<file path="src/design/q4k_pkg.sv">
`timescale 1ns / 1ps

package q4k_pkg;

  localparam int unsigned BlockWords = 18;
  localparam logic [4:0] LastPos = 5'd17;
  localparam logic [31:0] DefaultNan = 32'hFFC00000;

  typedef logic [11:0][7:0] scale_t;

  // One nibble word with everything the back end needs for its two results.
  typedef struct packed {
    logic [63:0] word;
    logic [15:0] d_half;
    logic [15:0] dmin_half;
    logic [5:0]  sc_lo;
    logic [5:0]  mm_lo;
    logic [5:0]  sc_hi;
    logic [5:0]  mm_hi;
    logic [7:0]  pos_lo;
    logic        last;
  } job_t;

  typedef struct packed {
    logic full;
    logic empty;
  } fifo_status_t;

  // Six-bit scale and min codes of sub-block j, returned as {sc, mm}.
  function automatic logic [11:0] sub_codes(scale_t s, logic [2:0] j);
    logic [5:0] sc;
    logic [5:0] mm;
    if (!j[2]) begin
      sc = s[j[1:0]][5:0];
      mm = s[{1'b0, j[1:0]} + 3'd4][5:0];
    end else begin
      sc = {s[j[1:0]][7:6], s[{1'b1, j[1:0]} + 4'd4][3:0]};
      mm = {s[{1'b0, j[1:0]} + 3'd4][7:6], s[{1'b1, j[1:0]} + 4'd4][7:4]};
    end
    return {sc, mm};
  endfunction

  // Half value as integer significand times a power of two.
  function automatic logic [10:0] half_sig(logic [15:0] h);
    return (h[14:10] == 5'd0) ? {1'b0, h[9:0]} : {1'b1, h[9:0]};
  endfunction

  function automatic logic signed [7:0] half_exp(logic [15:0] h);
    return (h[14:10] == 5'd0) ? -8'sd24 : $signed({3'b000, h[14:10]}) - 8'sd25;
  endfunction

  function automatic logic half_nan(logic [15:0] h);
    return (h[14:10] == 5'h1F) && (h[9:0] != 10'd0);
  endfunction

  function automatic logic half_inf(logic [15:0] h);
    return (h[14:10] == 5'h1F) && (h[9:0] == 10'd0);
  endfunction

  // Single-precision image of a half NaN with the quiet bit set.
  function automatic logic [31:0] half_qnan(logic [15:0] h);
    return {h[15], 8'hFF, 1'b1, h[8:0], 13'd0};
  endfunction

endpackage

</file>
<file path="src/design/q4k_fifo.sv">
`timescale 1ns / 1ps

module q4k_fifo (
  input  logic                  clk_i,
  input  logic                  rst_ni,
  input  logic                  push_i,
  input  q4k_pkg::job_t         job_i,
  input  logic                  pop_i,
  output q4k_pkg::job_t         job_o,
  output q4k_pkg::fifo_status_t stat_o
);

  q4k_pkg::job_t mem_q [2];
  logic       wr_q, rd_q;
  logic [1:0] cnt_q;

  assign stat_o.full  = (cnt_q == 2'd2);
  assign stat_o.empty = (cnt_q == 2'd0);
  assign job_o = mem_q[rd_q];

  always_ff @(posedge clk_i or negedge rst_ni) begin
    if (!rst_ni) begin
      wr_q  <= 1'b0;
      rd_q  <= 1'b0;
      cnt_q <= 2'd0;
    end else begin
      if (push_i) wr_q <= ~wr_q;
      if (pop_i) rd_q <= ~rd_q;
      cnt_q <= cnt_q + {1'b0, push_i} - {1'b0, pop_i};
    end
  end

  always_ff @(posedge clk_i) begin
    if (push_i) mem_q[wr_q] <= job_i;
  end

endmodule

</file>
<file path="config.mk">
export PLATFORM = sky130hd
export DESIGN_NAME = q4k_fifo
export DESIGN_NICKNAME = d
export VERILOG_FILES = /design/src/design/q4k_pkg.sv /design/src/design/q4k_fifo.sv
export SDC_FILE = /design/constraint.sdc
export NUM_CORES = 1
export LEC_CHECK = 0
export ABC_AREA = 0
export BUFFER_PORTS_ARGS = -buffer_cell sky130_fd_sc_hd__buf_4
export CORE_UTILIZATION = 35
export DETAILED_ROUTE_END_ITERATION = 16
export PLACE_DENSITY = 0.61
export SLEW_MARGIN = 20
export SYNTH_ARGS = -nofsm -noshare
export SYNTH_HDL_FRONTEND = slang
export SYNTH_SLANG_ARGS = --single-unit
export TNS_END_PERCENT = 50
</file>
<file path="constraint.sdc">
create_clock -name clk_i -period 8 [get_ports clk_i]
set_input_delay 1.6 -clock clk_i [delete_from_list [all_inputs] [get_ports clk_i]]
set_output_delay 1.6 -clock clk_i [all_outputs]
set_load 0.01 [all_outputs]
</file>
Yosys cells after proc, flatten, opt, wreduce, memory -nomap -nowiden
Memory sizes are Yosys's and may differ from the RTL's. Index checks and enable logic that the tools add are counted. W data, S select, Z words.

Register bits: 4. RAM bits: 258. Output and inout bits: 131. Logic and storage cells: 12. Memories: 1.

Memories: mem_q (words 2, width 129, read ports 1, clocked after Yosys merged registers in 0, wr ports 1, line q4k_fifo.sv:13) `q4k_pkg::job_t mem_q [2];`.

Add/subtract/negate cells: 2. Equal/unequal tests: 1. Mux-type cells: 2. Bitwise operators: 2. Reductions and logical operators: 1.

Operator list (count): $add A2 B1 Y2 (1); $eq A2 B2 Y1 const B (1); $logic_not A2 Y1 (1); $mux W1 (2); $not A1 Y1 (2); $sub A2 B1 Y2 (1).

Logic depth before layout (Yosys ltp)
Depth after elaboration: 2. Depth in mapped cells: 5. Mapped depth without buffers: 5.

Worst setup path after synthesis
No wires, ideal clock.

Kind: input -> register. From: input port push_i. To: memory mem_q[0][0] (netlist name) (enable). Arrival time: 7.191 ns. Data required time: 7.366 ns. Slack: 0.175 ns. Cell stages on the path: 1. Path buffers: 0. Path through: nor2b_1.

Longest elaborated chain between the ends: 2.

Ends and longest elaborated chain: start, declared (line q4k_fifo.sv:6) `input logic push_i,`; $mux W1 (line q4k_fifo.sv:34) `if (push_i) mem_q[wr_q] <= job_i;`; $mux W1 (not written as such) (line q4k_fifo.sv:34); end, declared (line q4k_fifo.sv:13).

Every way passes these cells.

==> metrics <==
status complete, no violations; Final ANT Viol Nets 0; Fmax achieved approximately 220 MHz; Root Buffer clkbuf_16; Cell Chain, Critical Path buf_4 > mux2_2 > buf_4; Worst Tran Pin Value 0.962 ns; Worst Path Buf+Inv 2; filler instances ~2,200; most frequent cells in the layout 266 x buf_4, 258 x edfxtp_1, 129 x mux2_2, 29 x clkbuf_16, 8 x clkbuf_1; clock transition at the registers of the reported paths approximately 0.060 ns; WHS 0.551 ns; number of global-route vias before repair ~5,200; top-area cell type share of the netlist area 81.3%; Setup Fix Bufs, Post-CTS 0; Hold Vio Cnt, Final 0; share of cells above drive strength 1 about three fifths; Final Skew 0.0112 ns; Slowest cell on crit path dfrtp_4; multi-input logic area roughly 0.0016 sq mm; Yosys reg bits 262; Netlist cell types 13; via count of the routed design 4,771; H-tree levels 1; Setup crit end kind output port; core area around 0.027 sq mm; slowest stage delay, CP approximately 0.96 ns; Max clock buf depth 3; end of the worst register-to-register path mem_q[1][51]; CTS Sinks approximately 260; Rows 60; setup_tns 0 ns; reg-to-reg startpoint wr_q; Slew Viols, Final 0; leakage power about 0.0047 uW; Synth area leader edfxtp_1; Worst Path Required 6.40 ns; total congestion overflow 0; Setup-failing EPs final 0; Post-CTS Resized 0; Min-Delay Path Class reg2reg; Mapped Area approximately 0.0095 sq mm; CTS tree done; storage element area between 0.007 and 0.008 sq mm; Area Growth Syn to Fin 33.3%; largest net degree at the start of global routing between 80 and 90; Slew Limit Headroom between 30% and 40%; R2R Setup Slk about 5.8 ns; yosys warns 0; drt pass-1 iters 4; Crit path top cell by count buf_4; die area approximately 0.028 sq mm; global-route wire length before repair around 28,000 microns; initial antenna violation count 1; hold path cells 1; Post-Syn Area per Cell between 20 and 25 sq um; Starting Density roughly 36%; Worst-Skew Late Latency 0.53 ns; initial DRC count 300; CP delay by family, top buffers and inverters; post-DP HPWL 12,000 microns; hold_sp wr_q; Hold Path End wr_q; Synthesized Nets about 550; die width between 150 and 200 microns; top cells by area, synth edfxtp_1 81%, mux2_2 15%, buf_6 1.2%, dfrtp_1 1.1%, ha_1 0.26%; via density per instance around 4.5; CTS Hold Bufs 0; Max Cap Violations 0; Port Buf Inserts 263; Tot GR Track Use 12.9%; final period utilization between 50% and 60%; Routed WL around 18,000 microns; Post-route DRC 0; # IOs 264; R2R depth 2; peak supply drop 0.160 mV; most common cell after layout, fill and taps aside buf_4; CTS buffer count 29; Worst EP arrival between 3 and 4 ns; NumNets Final around 840; Power Dens Cells between 300 and 400 mW/mm^2; critical path startpoint category register; final core utilization a little under half; Die Ht between 150 and 200 microns; register area share after synthesis between 80% and 90%; Crit Path Category reg2out; placer congestion estimate 0.750; wire per inst approximately 17 microns; crit path max fanout 70; RSZ-0062 raised after global routing false; min Tclk post-route 4.61 ns; Post-Synthesis Cells about 420
-- cell usage after synthesis (all sizes together) --
cell,n
and2,1
xor3,1
edfxtp,258
ha,2
mux2,129
inv,2
buf,14
dfrtp,4
nor2,1
xor2,2
nor2b,2
-- registers in the layout, summed over array words and instances (netlist names) --
signal,flops
rd_q,1
cnt_q,2
mem_q,258
wr_q,1
-- layout make-up --
cell class	instances	share of cell area, %
well taps	341	3.36
inverters	2	0.0591
repair buffers	267	15.8
clock buffers	37	5.95
clock inverters	15	0.788
diodes	1	0.0197
multi-input cells	138	12.2
flip-flops and latches	262	61.8
-- worst register-to-register path, delay by kind of cell (launching register included) --
family | cells | cell delay (ns)
flip-flops | 1 | 0.42
buffers and inverters | 1 | 0.69
AND/OR/NAND/NOR | 1 | 0.63
-- metrics by stage --
stage / area [sq um] / setup slack, ns / std cells / power, uW
after detailed placement: 11800 / 3.89 / 1010 / 3290
after floorplan: 9530 / 0.175 / 416 / 2720
after global placement: 11800 / 3.93 / 1010 / 3260
final: 12700 / 3.39 / 1063 / 4420
after CTS: 12700 / 3.31 / 1062 / 4500
after global routing: 12700 / 3.18 / 1062 / 4630
-- cell families (layout without fill, tap and decap cells) --
family | count (synthesis) | in the layout | share of synthesized area (%)
xor gates and xnor gates | 3 | 3 | 0.433
adders and majority gates | 2 | 2 | 0.262
buffers and inverters | 16 | 321 | 1.50
DFF | 262 | 262 | 82.3
muxes | 129 | 129 | 15.2
other | 0 | 1 | 0
and+or+nand+nor | 4 | 4 | 0.236
-- worst max-delay path by stage --
stage	startpoint	slack, ns	cells past startpoint	to
2_1_floorplan	push_i	0.17	1	mem_q[0][0]
3_3_place_gp	rd_q	3.93	3	job_o[29]
3_5_place_dp	rd_q	3.89	3	job_o[29]
4_1_cts	rd_q	3.31	3	job_o[82]
5_1_grt	rd_q	3.18	3	job_o[81]
6_report	rd_q	3.39	3	job_o[103]
-- power breakdown --
| group | switching, uW | internal, uW |
|---|---|---|
| combinational | 596 | 689 |
| sequential | 115 | 1830 |
| clock | 496 | 694 |
| total | 1210 | 3210 |
-- routing by layer --
layer | share of wire [%] | GRT usage [%] | up-vias
li1 | - | - | 2228
met1 | 40 | 15.5 | 2338
met2 | 49 | 21.6 | 180
met3 | 9.6 | 5.04 | 25
met4 | 1.5 | 3.42 | 0
met5 | 0 | 0 | -
Note: power is estimated with default switching activity, not from simulation.
