**config.mk**
```make
export PLATFORM = sky130hd
export DESIGN_NAME = q4k_front_flat
export DESIGN_NICKNAME = d
export VERILOG_FILES = /design/src/design/q4k_pkg.sv /design/src/design/q4k_if.sv /design/src/design/q4k_front.sv /design/src/flat_wrapper.sv
export SDC_FILE = /design/constraint.sdc
export NUM_CORES = 1
export LEC_CHECK = 0
export ABC_AREA = 1
export BUFFER_PORTS_ARGS = -buffer_cell sky130_fd_sc_hd__buf_4
export CAP_MARGIN = 20
export CORE_MARGIN = 2
export CORE_UTILIZATION = 50
export DETAILED_ROUTE_END_ITERATION = 10
export PLACE_DENSITY = 0.8
export SLEW_MARGIN = 10
export SYNTH_ARGS = -nofsm -noshare
export SYNTH_HDL_FRONTEND = slang
export SYNTH_SLANG_ARGS = --single-unit
export TNS_END_PERCENT = 30
```
**constraint.sdc**
```tcl
create_clock -name clk_i -period 7.2 [get_ports clk_i]
set_input_delay 1.44 -clock clk_i [delete_from_list [all_inputs] [get_ports clk_i]]
set_output_delay 1.44 -clock clk_i [all_outputs]
set_load 0.02 [all_outputs]
```
**src/design/q4k_pkg.sv**
```systemverilog
`timescale 1ns / 1ps

package q4k_pkg;

  localparam int unsigned BlockWords = 18;
  localparam logic [4:0] LastPos = 5'd17;
  localparam logic [31:0] DefaultNan = 32'hFFC00000;

  typedef logic [11:0][7:0] scale_t;

  // One nibble word with everything the back end needs for its two results.
  typedef struct packed {
    logic [63:0] word;
    logic [15:0] d_half;
    logic [15:0] dmin_half;
    logic [5:0]  sc_lo;
    logic [5:0]  mm_lo;
    logic [5:0]  sc_hi;
    logic [5:0]  mm_hi;
    logic [7:0]  pos_lo;
    logic        last;
  } job_t;

  typedef struct packed {
    logic full;
    logic empty;
  } fifo_status_t;

  // Six-bit scale and min codes of sub-block j, returned as {sc, mm}.
  function automatic logic [11:0] sub_codes(scale_t s, logic [2:0] j);
    logic [5:0] sc;
    logic [5:0] mm;
    if (!j[2]) begin
      sc = s[j[1:0]][5:0];
      mm = s[{1'b0, j[1:0]} + 3'd4][5:0];
    end else begin
      sc = {s[j[1:0]][7:6], s[{1'b1, j[1:0]} + 4'd4][3:0]};
      mm = {s[{1'b0, j[1:0]} + 3'd4][7:6], s[{1'b1, j[1:0]} + 4'd4][7:4]};
    end
    return {sc, mm};
  endfunction

  // Half value as integer significand times a power of two.
  function automatic logic [10:0] half_sig(logic [15:0] h);
    return (h[14:10] == 5'd0) ? {1'b0, h[9:0]} : {1'b1, h[9:0]};
  endfunction

  function automatic logic signed [7:0] half_exp(logic [15:0] h);
    return (h[14:10] == 5'd0) ? -8'sd24 : $signed({3'b000, h[14:10]}) - 8'sd25;
  endfunction

  function automatic logic half_nan(logic [15:0] h);
    return (h[14:10] == 5'h1F) && (h[9:0] != 10'd0);
  endfunction

  function automatic logic half_inf(logic [15:0] h);
    return (h[14:10] == 5'h1F) && (h[9:0] == 10'd0);
  endfunction

  // Single-precision image of a half NaN with the quiet bit set.
  function automatic logic [31:0] half_qnan(logic [15:0] h);
    return {h[15], 8'hFF, 1'b1, h[8:0], 13'd0};
  endfunction

endpackage

```
**src/design/q4k_if.sv**
```systemverilog
`timescale 1ns / 1ps

interface q4k_in_if;
  logic        valid;
  logic        ready;
  logic [63:0] data_word;
  logic        first_word;

  modport source (output valid, output data_word, output first_word, input ready);
  modport sink (input valid, input data_word, input first_word, output ready);
endinterface


```
**src/design/q4k_front.sv**
```systemverilog
`timescale 1ns / 1ps

module q4k_front (
  input  logic                  clk_i,
  input  logic                  rst_ni,
  q4k_in_if.sink                in_i,
  input  q4k_pkg::fifo_status_t fifo_stat_i,
  output logic                  push_o,
  output q4k_pkg::job_t         job_o
);

  logic [4:0] pos_q, pos_d, pos;
  q4k_pkg::scale_t scale_q;
  logic [15:0] d_q, dmin_q;
  logic accept;
  logic [7:0] b;
  logic [1:0] c;
  logic [11:0] codes_lo, codes_hi;

  assign in_i.ready = !fifo_stat_i.full;
  assign accept = in_i.valid && in_i.ready;

  always_comb begin
    pos = in_i.first_word ? 5'd0 : pos_q;
    if (pos > q4k_pkg::LastPos) pos = 5'd0;
    pos_d = (pos == q4k_pkg::LastPos) ? 5'd0 : pos + 5'd1;
  end

  assign b = {pos - 5'd2, 3'b000};
  assign c = b[6:5];
  assign codes_lo = q4k_pkg::sub_codes(scale_q, {c, 1'b0});
  assign codes_hi = q4k_pkg::sub_codes(scale_q, {c, 1'b1});

  assign push_o = accept && (pos >= 5'd2);

  always_comb begin
    job_o.word      = in_i.data_word;
    job_o.d_half    = d_q;
    job_o.dmin_half = dmin_q;
    job_o.sc_lo     = codes_lo[11:6];
    job_o.mm_lo     = codes_lo[5:0];
    job_o.sc_hi     = codes_hi[11:6];
    job_o.mm_hi     = codes_hi[5:0];
    job_o.pos_lo    = {c, 1'b0, b[4:0]};
    job_o.last      = (pos == q4k_pkg::LastPos);
  end

  always_ff @(posedge clk_i or negedge rst_ni) begin
    if (!rst_ni) begin
      pos_q <= 5'd0;
    end else if (accept) begin
      pos_q <= pos_d;
    end
  end

  always_ff @(posedge clk_i) begin
    if (accept && pos == 5'd0) begin
      d_q    <= in_i.data_word[15:0];
      dmin_q <= in_i.data_word[31:16];
      for (int k = 0; k < 4; k++) scale_q[k] <= in_i.data_word[32 + 8*k +: 8];
    end else if (accept && pos == 5'd1) begin
      for (int k = 0; k < 8; k++) scale_q[4 + k] <= in_i.data_word[8*k +: 8];
    end
  end

endmodule

```
**src/flat_wrapper.sv**
```systemverilog
// flat-port wrapper written by rule: the top's interface ports become plain ports
module q4k_front_flat 
  (clk_i, rst_ni, fifo_stat_i, push_o, job_o, in_i_valid, in_i_data_word, in_i_first_word, in_i_ready);
  q4k_in_if in_i_i ();
  input  logic clk_i;
  input  logic rst_ni;
  input  q4k_pkg::fifo_status_t fifo_stat_i;
  output logic push_o;
  output q4k_pkg::job_t job_o;
  input wire logic [$bits(in_i_i.valid)-1:0] in_i_valid;
  input wire logic [$bits(in_i_i.data_word)-1:0] in_i_data_word;
  input wire logic [$bits(in_i_i.first_word)-1:0] in_i_first_word;
  output wire logic [$bits(in_i_i.ready)-1:0] in_i_ready;
  assign in_i_i.valid = in_i_valid;
  assign in_i_i.data_word = in_i_data_word;
  assign in_i_i.first_word = in_i_first_word;
  assign in_i_ready = in_i_i.ready;
  q4k_front u_core (.clk_i(clk_i), .rst_ni(rst_ni), .in_i(in_i_i), .fifo_stat_i(fifo_stat_i), .push_o(push_o), .job_o(job_o));
endmodule
```
-- Word level (Yosys, flattened, before mapping)
Index checks and enable logic that the tools add are counted.
- register bits after elaboration: 133
- bitwise gates (word level): 1
- reductions and logical operators: 7
- $add $sub $neg: 6
- order comparisons: 8
- muxes and demuxes: 19
- equality and inequality tests: 2
- operator list (kind ; number):
    8-bit binary-select mux with 4-bit select ; 2
    8-bit 2-to-1 mux ; 8
    8-bit binary-select mux with 3-bit select ; 2
    6-bit 2-to-1 mux ; 4
    5-bit 2-to-1 mux ; 3
    2-bit by 5-bit less-than comparator with 1-bit output (second input constant) ; 2
    3-bit by 5-bit less-than comparator with 1-bit output (second input constant) ; 2
    4-bit by 5-bit less-than comparator with 1-bit output (second input constant) ; 2
    3-bit by 3-bit adder with 4-bit output (second input constant) ; 2
    2-bit by 3-bit adder with 3-bit output (second input constant) ; 2
    5-bit by 1-bit adder with 5-bit output (second input constant) ; 1
    5-bit by 1-bit == test with 1-bit output (second input constant) ; 1
    5-bit == test (second input constant) ; 1
    5-bit by 2-bit greater-or-equal comparator with 1-bit output (second input constant) ; 1
    5-bit greater-than comparator (second input constant) ; 1
    5-bit logical NOT ; 1
    1-bit logical AND ; 4
    4-bit by 2-bit subtractor with 4-bit output (second input constant) ; 1
    2-bit AND reduction ; 1
    1-bit logical NOT ; 1
    1-bit inverter ; 1

-- Logic depth before layout (Yosys ltp)
- depth after elaboration: 8
- depth in mapped cells: 12

-- Worst setup path after synthesis
OpenSTA, ideal clock, no wires.
- path kind: input to register
- start point: in in_i_first_word
- end point: reg u_core.scale_q[32] (netlist bit), enable pin
- data arrival time: 4.970 ns
- stages: 8
- slack: 1.743 ns
- path buffers: 0
- required time: 6.714 ns
- cells stage by stage: inv_2 nand2_1 nor2_1 inv_1 ha_1 inv_1 nand2_1 nor2_1
- cells in the longest elaborated chain, start to end: 7
- elaborated cells on any way between the ends: 9
- RTL lines (item ; RTL line ; text):
    start: declaration ; flat_wrapper.sv:12 ; input wire logic [$bits(in_i_i.first_word)-1:0] in_i_first_word;
    5-bit 2-to-1 mux (*) ; q4k_front.sv:24 ; pos = in_i.first_word ? 5'd0 : pos_q;
    5-bit greater-than comparator ; q4k_front.sv:25 ; if (pos > q4k_pkg::LastPos) pos = 5'd0;
    5-bit 2-to-1 mux (*) ; q4k_front.sv:25 ;
    5-bit logical NOT ; q4k_front.sv:57 ; if (accept && pos == 5'd0) begin
    1-bit logical AND ; q4k_front.sv:57 ;
    1-bit inverter (no line) ; - ;
    2-bit AND reduction (no line) (*) ; - ;
    end: declaration ; q4k_front.sv:13 ; q4k_pkg::scale_t scale_q;
Mark *: on every way between the ends. The rest lies on a longest branch, timed or not.
A chain may end at the register's enable or synchronous reset.

==> run_summary.xml <==
<?xml version="1.0" encoding="UTF-8"?>
<metrics>
  <group name="timing">
    <metric name="finalClockSkew" unit="ns">0.00904</metric>
    <metric name="tightest_slew_margin_relative_to_the_limit" unit="%">39.5</metric>
    <metric name="hold_viol_final" unit="">0</metric>
    <metric name="setup_total_negative_slack" unit="ns">0</metric>
    <metric name="grt_setup_unrepaired" unit="">false</metric>
    <metric name="timing_max_transition_violations_final" unit="">0</metric>
    <metric name="whs" unit="ns">0.534</metric>
    <metric name="setup-violations-final" unit="">0</metric>
    <metric name="fmaxAchievable" unit="GHz">0.182</metric>
    <metric name="min_period_over_period" unit="%">76.4</metric>
    <metric name="fin_crit" unit="ns">5.50</metric>
    <metric name="slew_at_the_pin_closest_to_its_max_slew_limit" unit="ns">0.905</metric>
    <metric name="setup_ws_final" unit="ns">1.70</metric>
  </group>
  <group name="pwr">
    <metric name="seqPwrFrac" unit="%">44.2</metric>
    <metric name="pwr-share-comb" unit="%">13.8</metric>
    <metric name="p_sw_share" unit="%">23.8</metric>
    <metric name="power.internal" unit="uW">1530</metric>
    <metric name="power-per-cell-area" unit="mW/mm^2">274</metric>
    <metric name="peakVddDrop" unit="mV">0.252</metric>
    <metric name="leakage_power_total" unit="uW">0.00284</metric>
    <metric name="netSwitchingPower" unit="uW">478</metric>
    <metric name="p_clk_share" unit="%">41.9</metric>
  </group>
  <group name="final_layout">
    <metric name="commonest_cells_after_routing_fill_and_taps_aside" unit="">sky130_fd_sc_hd__buf_4, sky130_fd_sc_hd__edfxtp_1, sky130_fd_sc_hd__mux2i_1, sky130_fd_sc_hd__o211ai_1, sky130_fd_sc_hd__or2_2</metric>
    <metric name="diodes" unit="">0</metric>
    <metric name="num-nets-final" unit="">593</metric>
    <metric name="layout.core_utilization" unit="%">67.2</metric>
    <metric name="mostFrequentLayoutCell" unit="">sky130_fd_sc_hd__buf_4</metric>
    <metric name="fraction_of_final_layout_cells_with_drive_strength_greater_than_1" unit="%">50.8</metric>
    <metric name="num-fill-cells" unit="">774</metric>
    <metric name="area_growth_syn_to_layout" unit="%">30.0</metric>
  </group>
  <group name="status">
    <metric name="status" unit="">finished, final reports clean</metric>
  </group>
  <group name="clock_network">
    <metric name="post_cts_resize_count" unit="">0</metric>
    <metric name="cts.sinks" unit="">133</metric>
    <metric name="clk_latency" unit="ns">0.41</metric>
    <metric name="cts-buffers-inserted" unit="">17</metric>
    <metric name="clockRootBuffer" unit="">sky130_fd_sc_hd__clkbuf_16</metric>
    <metric name="postCtsSetupBuffers" unit="">0</metric>
    <metric name="cts_tree" unit="">yes</metric>
    <metric name="clk_transition_reported_paths" unit="ns">0.05</metric>
    <metric name="htreeDepth" unit="">4</metric>
    <metric name="cts.path.max_buffers" unit="">2</metric>
    <metric name="cts.hold.buffers_added" unit="">0</metric>
  </group>
  <group name="global_route">
    <metric name="overflow_left_after_global_routing" unit="">0</metric>
    <metric name="wire_length_of_the_first_global_routing_pass" unit="mm">16.2</metric>
    <metric name="largest_net_degree_at_the_start_of_global_routing" unit="">39</metric>
    <metric name="antenna_violations_before_repair" unit="">0</metric>
    <metric name="grt_usage" unit="%">18.5</metric>
    <metric name="via_count_of_the_first_global_routing_pass" unit="">3289</metric>
  </group>
  <group name="synthesis">
    <metric name="yosys.cell_types.count" unit="">28</metric>
    <metric name="synthesis.area" unit="sq mm">0.00566</metric>
    <metric name="synthesis.yosys.warnings" unit="">0</metric>
    <metric name="synth.top_cells.by_area" unit="">sky130_fd_sc_hd__edfxtp_1, sky130_fd_sc_hd__buf_4, sky130_fd_sc_hd__mux2i_1, sky130_fd_sc_hd__o211ai_1, sky130_fd_sc_hd__or2_2</metric>
    <metric name="synth-seq-cells" unit="">133</metric>
    <metric name="synthXorXnorAreaFrac" unit="%">0.487</metric>
    <metric name="number_of_synthesized_flops_with_an_enable_pin" unit="">128</metric>
    <metric name="seq_area_frac_synth" unit="%">70.2</metric>
    <metric name="synth-simple-area-share" unit="%">5.62</metric>
    <metric name="largest_family_of_logic_cells_by_synthesized_area" unit="">buffers and inverters</metric>
    <metric name="arithmetic_cell_share_of_the_synthesized_area_counting_full_adders_half_adders_and_majority_gates" unit="%">1.33</metric>
    <metric name="share_of_the_synthesized_area_in_the_top_cell_type" unit="%">67.9</metric>
    <metric name="post-synth-top-area-cell" unit="">sky130_fd_sc_hd__edfxtp_1</metric>
    <metric name="synth.avg_cell_area" unit="sq um">15.0</metric>
    <metric name="synthMuxAreaShare" unit="%">4.25</metric>
    <metric name="syn_inst" unit="">377</metric>
    <metric name="ys.flop_type" unit="">sky130_fd_sc_hd__edfxtp_1</metric>
    <metric name="synth_compound_gate_area_share" unit="%">6.77</metric>
    <metric name="ys_async_sr_fraction" unit="%">3.76</metric>
  </group>
  <group name="floorplanning">
    <metric name="die_h" unit="um">110</metric>
    <metric name="num_io_pins" unit="">201</metric>
    <metric name="core_area" unit="sq mm">0.0109</metric>
    <metric name="fp-row-count" unit="">38</metric>
    <metric name="die_x" unit="um">110</metric>
    <metric name="fp.dieArea" unit="sq mm">0.0122</metric>
    <metric name="initial_core_util" unit="%">51.7</metric>
  </group>
  <group name="worst_setup_path">
    <metric name="start_kind" unit="">primary input</metric>
    <metric name="critPathCaptureType" unit="">output pin</metric>
    <metric name="crit_type" unit="">in -&gt; out</metric>
    <metric name="required" unit="ns">5.76</metric>
    <metric name="cp_max_fo" unit="">25</metric>
    <metric name="arrival_time_of_the_worst_setup_path" unit="ns">4.06</metric>
  </group>
  <group name="placed_design">
    <metric name="routabilityCongestion" unit="">0.839</metric>
    <metric name="dp_worst_setup_slack" unit="ns">1.75</metric>
    <metric name="detailed_place_hpwl" unit="mm">7.64</metric>
    <metric name="portBuffers" unit="">195</metric>
  </group>
  <group name="detailed_routing">
    <metric name="wl" unit="mm">11.3</metric>
    <metric name="ant_nets" unit="">0</metric>
    <metric name="routedWlPerCell" unit="um">16.9</metric>
    <metric name="first_pass_iters" unit="">5</metric>
    <metric name="dr.first_iter.drc_count" unit="">163</metric>
    <metric name="post_drt_via_cell_ratio" unit="">5.03</metric>
    <metric name="routed-via-count" unit="">3362</metric>
    <metric name="drc_errors" unit="">0</metric>
  </group>
  <group name="job">
    <metric name="cap_violations" unit="">0</metric>
  </group>
  <group name="hold_path">
    <metric name="worst_hold_path_type" unit="">reg -&gt; reg</metric>
  </group>
</metrics>
-- cell usage after synthesis, types with 2 or more instances --
cell type                  count
sky130_fd_sc_hd__ha_1          6
sky130_fd_sc_hd__o21ai_0      20
sky130_fd_sc_hd__nand2_1      18
sky130_fd_sc_hd__buf_6         2
sky130_fd_sc_hd__nand3_1       5
sky130_fd_sc_hd__edfxtp_1    128
sky130_fd_sc_hd__or2_2        21
sky130_fd_sc_hd__buf_2         8
sky130_fd_sc_hd__buf_4        69
sky130_fd_sc_hd__o21ai_2       9
sky130_fd_sc_hd__inv_1        11
sky130_fd_sc_hd__inv_2         3
sky130_fd_sc_hd__o211ai_1     24
sky130_fd_sc_hd__mux2i_1      24
sky130_fd_sc_hd__nor2_1        8
sky130_fd_sc_hd__a21oi_1       2
sky130_fd_sc_hd__or2_1         3
sky130_fd_sc_hd__dfrtp_1       5
sky130_fd_sc_hd__clkbuf_1      2
-- worst paths after layout --
kind,start,endpoint,slack (ns),depth (start not counted)
setup / recovery,in_i_first_word,job_o[22],1.70,11
hold / removal,u_core.pos_q[1],u_core.pos_q[1],0.53,2
setup reg to reg,u_core.pos_q[1],u_core.scale_q[81],4.29,8
hold reg to reg,u_core.pos_q[1],u_core.pos_q[1],0.53,2
max in group asynchronous,rst_ni,u_core.pos_q[4],6.26,1
min in group asynchronous,rst_ni,u_core.pos_q[1],0.83,1
-- cell type report --
cell class / instances / area, sq um / share of cell area (%)
Tap cell: 140 / 175 / 2.38
Multi-Input combinational cell: 152 / 1080 / 14.6
Sequential cell: 133 / 3970 / 54.0
Clock inverter: 13 / 160 / 2.18
Clock buffer: 17 / 425 / 5.79
Timing Repair Buffer: 199 / 1490 / 20.3
Inverter: 14 / 52.6 / 0.715
-- routing by layer --
| layer | vias up | routed length [um] | track usage, % |
|---|---|---|---|
| met5 | - | 0 | 0 |
| li1 | 1585 | - | - |
| met3 | 11 | 935 | 6.47 |
| met2 | 153 | 6040 | 32.1 |
| met4 | 0 | 114 | 5.89 |
| met1 | 1613 | 4200 | 21.4 |
-- critical path, stage by stage --
cell and delay [ns]:
sky130_fd_sc_hd__buf_4 0.12, sky130_fd_sc_hd__inv_2 0.11, sky130_fd_sc_hd__nand2_1 0.09, sky130_fd_sc_hd__nor2_1 0.27
sky130_fd_sc_hd__inv_1 0.16, sky130_fd_sc_hd__ha_2 0.70, sky130_fd_sc_hd__inv_2 0.32, sky130_fd_sc_hd__or2_2 0.37
sky130_fd_sc_hd__o211ai_1 0.10, sky130_fd_sc_hd__o21ai_0 0.15, sky130_fd_sc_hd__buf_4 0.21
-- state kept, by name, summed over array words and instances (netlist names) --
name            cells
u_core.d_q         16
u_core.scale_q     96
u_core.pos_q        5
u_core.dmin_q      16
-- power by group through the flow --
stage | logic [uW] | clock network (uW) | registers [uW]
finish | 279 | 844 | 890
global placement | 275 | 0 | 904
floorplan | 161 | 0 | 919
global route | 300 | 883 | 892
detailed placement | 281 | 0 | 906
CTS | 282 | 855 | 890
-- through the flow --
step	cells	cell area (sq um)	total power, uW
floorplan	380	5670	1080
global placement	638	6770	1180
detailed placement	638	6770	1190
CTS	668	7350	2030
global route	668	7350	2070
finish	668	7350	2010
-- kinds of logic after synthesis --
logic type / count (synthesis)
fa+ha+maj: 6
mux: 24
simple gates: 60
xor+xnor: 1
compound gates: 57
other cells: 1
buf+inv: 95
flops: 133
Power figures use the tool's default switching activity.
